==> src/hdl/sfc_pkg.sv <==
// Shared types, constants and helper functions for the sphere frustum culler.
package sfc_pkg;

  // Planes tested, in left, right, bottom, top, near, far order.
  localparam int unsigned PlaneCount   = 6;
  localparam int unsigned NumPlanes    = (PlaneCount > 6) ? 6 : PlaneCount;
  localparam int unsigned NumPlaneRegs = 6;
  localparam int unsigned Dims         = 3;

  // Pipeline: seven datapath stages plus the output register.
  localparam int unsigned NumStages = 8;

  localparam int unsigned CfgAddrW = 8;
  localparam int unsigned CfgDataW = 64;

  // Register indexes of the configuration port.
  localparam logic [CfgAddrW-1:0] RegPlaneLeft   = CfgAddrW'(0);
  localparam logic [CfgAddrW-1:0] RegPlaneRight  = CfgAddrW'(1);
  localparam logic [CfgAddrW-1:0] RegPlaneBottom = CfgAddrW'(2);
  localparam logic [CfgAddrW-1:0] RegPlaneTop    = CfgAddrW'(3);
  localparam logic [CfgAddrW-1:0] RegPlaneNear   = CfgAddrW'(4);
  localparam logic [CfgAddrW-1:0] RegPlaneFar    = CfgAddrW'(5);
  localparam logic [CfgAddrW-1:0] RegRigCenter   = CfgAddrW'(6);
  localparam logic [CfgAddrW-1:0] RegRigRadius   = CfgAddrW'(7);

  typedef struct packed {
    logic signed [15:0] xaxis_x;
    logic signed [15:0] xaxis_y;
    logic signed [15:0] xaxis_z;
    logic signed [15:0] yaxis_x;
    logic signed [15:0] yaxis_y;
    logic signed [15:0] yaxis_z;
    logic signed [15:0] zaxis_x;
    logic signed [15:0] zaxis_y;
    logic signed [15:0] zaxis_z;
    logic signed [15:0] offset_x;
    logic signed [15:0] offset_y;
    logic signed [15:0] offset_z;
  } in_item_t;

  typedef struct packed {
    logic visible;
  } out_item_t;

  // Plane register layout: nx in the low bits, d in the top bits.
  typedef struct packed {
    logic signed [15:0] d;
    logic signed [15:0] nz;
    logic signed [15:0] ny;
    logic signed [15:0] nx;
  } plane_t;

  typedef struct packed {
    logic signed [15:0] z;
    logic signed [15:0] y;
    logic signed [15:0] x;
  } center_t;

  // World-space centre coordinate in units of 2^-16.
  typedef logic signed [32:0] coord_t;
  // Squared lengths in units of 2^-24.
  typedef logic [31:0] sqlen_t;
  // Squared radius times squared scale.
  typedef logic [63:0] rs_t;

  // Stage advance strobes, one per pipeline register stage.
  typedef struct packed {
    logic [NumStages:1] adv;
  } sfc_ctl_t;

  function automatic sqlen_t sq3(logic signed [15:0] a, logic signed [15:0] b,
                                 logic signed [15:0] c);
    logic signed [31:0] pa;
    logic signed [31:0] pb;
    logic signed [31:0] pc;
    pa = 32'(a) * 32'(a);
    pb = 32'(b) * 32'(b);
    pc = 32'(c) * 32'(c);
    return sqlen_t'(pa) + sqlen_t'(pb) + sqlen_t'(pc);
  endfunction

endpackage

==> src/hdl/sfc_if.sv <==


interface sfc_cfg_if;
  logic                          valid;
  logic                          ready;
  logic [sfc_pkg::CfgAddrW-1:0]  addr;
  logic [sfc_pkg::CfgDataW-1:0]  wdata;
  modport source (output valid, output addr, output wdata, input ready);
  modport sink (input valid, input addr, input wdata, output ready);
endinterface

==> src/hdl/sfc_cfg.sv <==
// Configuration registers, with the squared plane normal lengths kept alongside.
module sfc_cfg (
  input  logic                clk_i,
  input  logic                rst_ni,
  sfc_cfg_if.sink             cfg_i,
  output sfc_pkg::plane_t     plane_o  [sfc_pkg::NumPlaneRegs],
  output sfc_pkg::sqlen_t     n2_o     [sfc_pkg::NumPlaneRegs],
  output sfc_pkg::center_t    center_o,
  output logic [15:0]         radius_o
);

  sfc_pkg::plane_t  plane_q [sfc_pkg::NumPlaneRegs];
  sfc_pkg::sqlen_t  n2_q    [sfc_pkg::NumPlaneRegs];
  sfc_pkg::center_t center_q;
  logic [15:0]      radius_q;
  sfc_pkg::plane_t  wplane;
  sfc_pkg::sqlen_t  wn2;
  logic             wr;

  assign cfg_i.ready = 1'b1;
  assign wr          = cfg_i.valid;
  assign wplane      = sfc_pkg::plane_t'(cfg_i.wdata);
  assign wn2         = sfc_pkg::sq3(wplane.nx, wplane.ny, wplane.nz);

  always_ff @(posedge clk_i or negedge rst_ni) begin
    if (!rst_ni) begin
      for (int p = 0; p < sfc_pkg::NumPlaneRegs; p++) begin
        plane_q[p] <= '0;
        n2_q[p]    <= '0;
      end
      center_q <= '0;
      radius_q <= '0;
    end else if (wr) begin
      for (int p = 0; p < sfc_pkg::NumPlaneRegs; p++) begin
        if (cfg_i.addr == sfc_pkg::CfgAddrW'(p)) begin
          plane_q[p] <= wplane;
          n2_q[p]    <= wn2;
        end
      end
      if (cfg_i.addr == sfc_pkg::RegRigCenter) begin
        center_q <= sfc_pkg::center_t'(cfg_i.wdata[47:0]);
      end
      if (cfg_i.addr == sfc_pkg::RegRigRadius) begin
        radius_q <= cfg_i.wdata[15:0];
      end
    end
  end

  assign plane_o  = plane_q;
  assign n2_o     = n2_q;
  assign center_o = center_q;
  assign radius_o = radius_q;

endmodule

==> src/flat_wrapper.sv <==
// flat-port wrapper written by rule: the top's interface ports become plain ports
module sfc_cfg_flat 
  (clk_i, rst_ni, plane_o, n2_o, center_o, radius_o, cfg_i_valid, cfg_i_addr, cfg_i_wdata, cfg_i_ready);
  sfc_cfg_if cfg_i_i ();
  input  logic clk_i;
  input  logic rst_ni;
  output sfc_pkg::plane_t plane_o[sfc_pkg::NumPlaneRegs];
  output sfc_pkg::sqlen_t n2_o[sfc_pkg::NumPlaneRegs];
  output sfc_pkg::center_t center_o;
  output logic [15:0] radius_o;
  input wire logic [$bits(cfg_i_i.valid)-1:0] cfg_i_valid;
  input wire logic [$bits(cfg_i_i.addr)-1:0] cfg_i_addr;
  input wire logic [$bits(cfg_i_i.wdata)-1:0] cfg_i_wdata;
  output wire logic [$bits(cfg_i_i.ready)-1:0] cfg_i_ready;
  assign cfg_i_i.valid = cfg_i_valid;
  assign cfg_i_i.addr = cfg_i_addr;
  assign cfg_i_i.wdata = cfg_i_wdata;
  assign cfg_i_ready = cfg_i_i.ready;
  sfc_cfg u_core (.clk_i(clk_i), .rst_ni(rst_ni), .cfg_i(cfg_i_i), .plane_o(plane_o), .n2_o(n2_o), .center_o(center_o), .radius_o(radius_o));
endmodule
==> config.mk <==
export PLATFORM = sky130hd
export DESIGN_NAME = sfc_cfg_flat
export DESIGN_NICKNAME = d
export VERILOG_FILES = /design/src/hdl/sfc_pkg.sv /design/src/hdl/sfc_if.sv /design/src/hdl/sfc_cfg.sv /design/src/flat_wrapper.sv
export SDC_FILE = /design/constraint.sdc
export NUM_CORES = 2
export LEC_CHECK = 0
export ABC_AREA = 0
export BUFFER_PORTS_ARGS = -buffer_cell sky130_fd_sc_hd__buf_2
export CAP_MARGIN = 10
export CELL_PAD_IN_SITES_DETAIL_PLACEMENT = 1
export CELL_PAD_IN_SITES_GLOBAL_PLACEMENT = 2
export CORE_UTILIZATION = 30
export DETAILED_ROUTE_END_ITERATION = 16
export PLACE_DENSITY_LB_ADDON = 0.2
export SYNTH_ARGS = -nofsm -noshare
export SYNTH_HDL_FRONTEND = slang
export SYNTH_SLANG_ARGS = --single-unit
==> constraint.sdc <==
create_clock -name clk_i -period 1.4 [get_ports clk_i]
set_clock_uncertainty 0.15 [all_clocks]
set_input_delay 0.14 -clock clk_i [delete_from_list [all_inputs] [get_ports clk_i]]
set_output_delay 0.14 -clock clk_i [all_outputs]
set_load 0.02 [all_outputs]
==> flow_metrics.tcl <==
set metrics [dict create \
    maxSlewViolCount 0 \
    yosysTopAreaCell "fa_1" \
    finalSetupViolCount 1617 \
    worstReg2RegStart "u_core.n2_o[179]" \
    drv_cap 0 \
    startpoint "cfg_i_wdata[19]" \
    syn-cell-area_um2 50500 \
    io_pins 716 \
    yosysTopAreaCellShare_pct 32.4 \
    crit_path_top_delay_cell "fa_2" \
    yosys_warnings 0 \
    ant_nets 0 \
    cts_made_buffers 78 \
    critPathArrivalTime_ns 7.47 \
    rows 150 \
    hold_ws_ns -0.0792 \
    drt_iter0_markers 1940 \
    crit_buf_inv 8 \
    yosysMostFrequentCell "nand2_1" \
    antenna_found_initial 18 \
    syn_to_final_growth_pct 35.0 \
    finalHoldViolCount 18 \
    top_usage_layer "met2" \
    synth_area_leaders "fa_1, dfrtp_1, nand2_1" \
    gp_congestion 0.866 \
    placed_cell_area_um2 62800 \
    clock.fmax_mhz 142 \
    post-route-min-period_ns 7.06 \
    seq_area_frac_synth_pct 31.7 \
    crit_fanout 9 \
    nets 7555 \
    grt_pass1_wl_um 295000 \
    routedWlPerCell_um 23.0 \
    grt_pass1_vias 44000 \
    hp-class "input pin to register" \
    max-slew-margin-rel_pct 28.5 \
    n_fill_cell 18700 \
    cp_top_family "adder cells" \
    synth_edf_count 0 \
    synthFlopType "dfrtp_1" \
    drcViolationCount 0 \
    vias 39000 \
    path_depth 27 \
    synthDistinctLibCells 54 \
    cts_tree "yes" \
    rsz0062_at_grt "true" \
    die_x_um 412 \
    dp_hpwl_um 162000 \
    wirelength_um 200000 \
    grtUsageMet1_pct 29.8 \
    synth.avg_cell_area_um2 9.84 \
    dieArea_um2 170000 \
    numClockSinks 640 \
    crit_path_start_kind "input pin" \
    ys_top_cells_by_count "nand2_1, inv_1, fa_1" \
    clk_latency_ns 0.71 \
    core-area_um2 167000 \
    r2r-end "u_core.n2_o[179]" \
    grt_util_met3_pct 3.68 \
    async_flop_share_pct 100 \
    syn_inst 5137 \
    r2r_slack_ns 0.34 \
    fin_ws_ns -5.66 \
    cts_buffer_depth 3 \
    gr-total-overflow 0 \
    period_share_pct 504 \
    worstSetupPathType "input pin to register" \
    worst_setup_hold_path_clk_slew_ns 0.07 \
    multi_input_area_um2 31700 \
    endpoint_kind "register" \
    drive_above_1_share_pct 30.7 \
    start_util_pct 30.2 \
    regArea_um2 16000 \
    root_buffer "clkbuf_16" \
    gr-usage-met2_pct 41.6 \
    ys_ff_latch 640 \
    grtUsageTotal_pct 23.9 \
    endpoint "u_core.n2_o[154]" \
    grt_max_degree 70 \
    vias_per_cell 4.47 \
    slowest_delay_ns 0.64 \
    numPortBuffers 714 \
    outcome "complete, but fails checks" \
    htreeDepth 3 \
    violations "negative hold slack, negative setup slack" \
    mappedNetlistNets 6238 \
    die_y_um 412 \
    cpMostUsedCell "fa_1" \
    worstMarginPinSlew_ns 1.07 \
    rr_worst_depth 4 \
    dr.pass1.iters 5 \
    required_ns 1.81 \
    design_area_um2 68200 \
]
==> worst register-to-register path, cell delays in order (launching register included) <==
cell     delay [ns]
dfrtp_1        0.40
nand2_1        0.06
o21ai_0        0.11
a21oi_1        0.14
nand3_1        0.09
==> kinds of logic (layout without fill, tap and decap cells) <==
logic type	after synthesis	in the layout	synth area share [%]
xor gates and xnor gates	78	78	1.35
AOI/OAI and AO/OA	292	292	3.22
DFF	640	640	31.7
and+or+nand+nor	1733	1733	14.2
adders and majority gates	1026	1026	37.5
muxes	111	111	2.47
other	1	6	0.00742
buffers and inverters	1256	2627	9.53
==> flip-flops by register name, summed over array words and instances (netlist names) <==
register         count
u_core.center_o     48
u_core.n2_o        192
u_core.plane_o     384
u_core.radius_o     16
==> placed cells by master, fill, tap and decap left out, drive strengths merged, types with 61 or more instances in the layout <==
cell type	instances
ha	209
o21ai	208
xnor2	61
clkbuf	116
nand2	1409
dlygate4sd3	76
mux2	109
dfrtp	640
buf	1393
fa	817
inv	1010
and2	159
==> routing by layer <==
metal  up-vias  part of all wire (%)
met4         6                   4.1
met1     20200                    41
met3       271                   4.3
met2       811                    50
li1      17700                     -
met5         -                 0.017
==> repair_timing <==
item / 4_1_cts / 5_1_grt
cloned: 5 / 0
pin swaps: 123 / 90
hold buffers: 74 / 2
endpoints found under the setup margin: 847 / 1666
gates resized for setup: 308 / 109
hold endpoints to repair: 970 / 20
setup buffers: 28 / 10
==> per-stage QoR <==
stage / cells / TNS [ns] / hold WS [ns] / setup slack (ns) / util (%)
3_5_place_dp: 8460 / -1343.46 / 0.105 / -6.83 / 37.6
2_1_floorplan: 5137 / -1049.19 / -0.306 / -5.84 / -
3_3_place_gp: 8460 / -1335.35 / 0.115 / -6.68 / 37.6
6_report: 8717 / -1163.29 / -0.0792 / -5.66 / 40.8
5_1_grt: 8714 / -1246.13 / -0.109 / -5.88 / 40.8
4_1_cts: 8701 / -1189.93 / -0.188 / -5.63 / 40.5
==> layout make-up <==
cell class                 instances  share of cell area [%]
antenna                            5                  0.0183
clock inverter                    21                   0.495
inverter                        1019                    5.67
sequential                       640                    23.5
clock buffer                     113                    3.30
tap                             2204                    4.04
multi-input combinational       3241                    46.5
timing repair buffer            1474                    16.5
==> how the worst min path moves through the flow <==
| stage | from | to | slack [ns] | cells after the start |
|---|---|---|---|---|
| 2_1_floorplan | rst_ni | u_core.center_o[0] | -0.31 | 0 |
| 3_5_place_dp | rst_ni | u_core.plane_o[347] | 0.10 | 2 |
| 5_1_grt | cfg_i_addr[1] | u_core.plane_o[74] | -0.11 | 5 |
| 4_1_cts | cfg_i_addr[1] | u_core.plane_o[74] | -0.19 | 5 |
| 6_report | cfg_i_addr[1] | u_core.plane_o[74] | -0.08 | 5 |
| 3_3_place_gp | rst_ni | u_core.plane_o[347] | 0.12 | 2 |
Power is not shown: default switching activity piles up to over one toggle a cycle in this logic, so the estimate is an artifact.
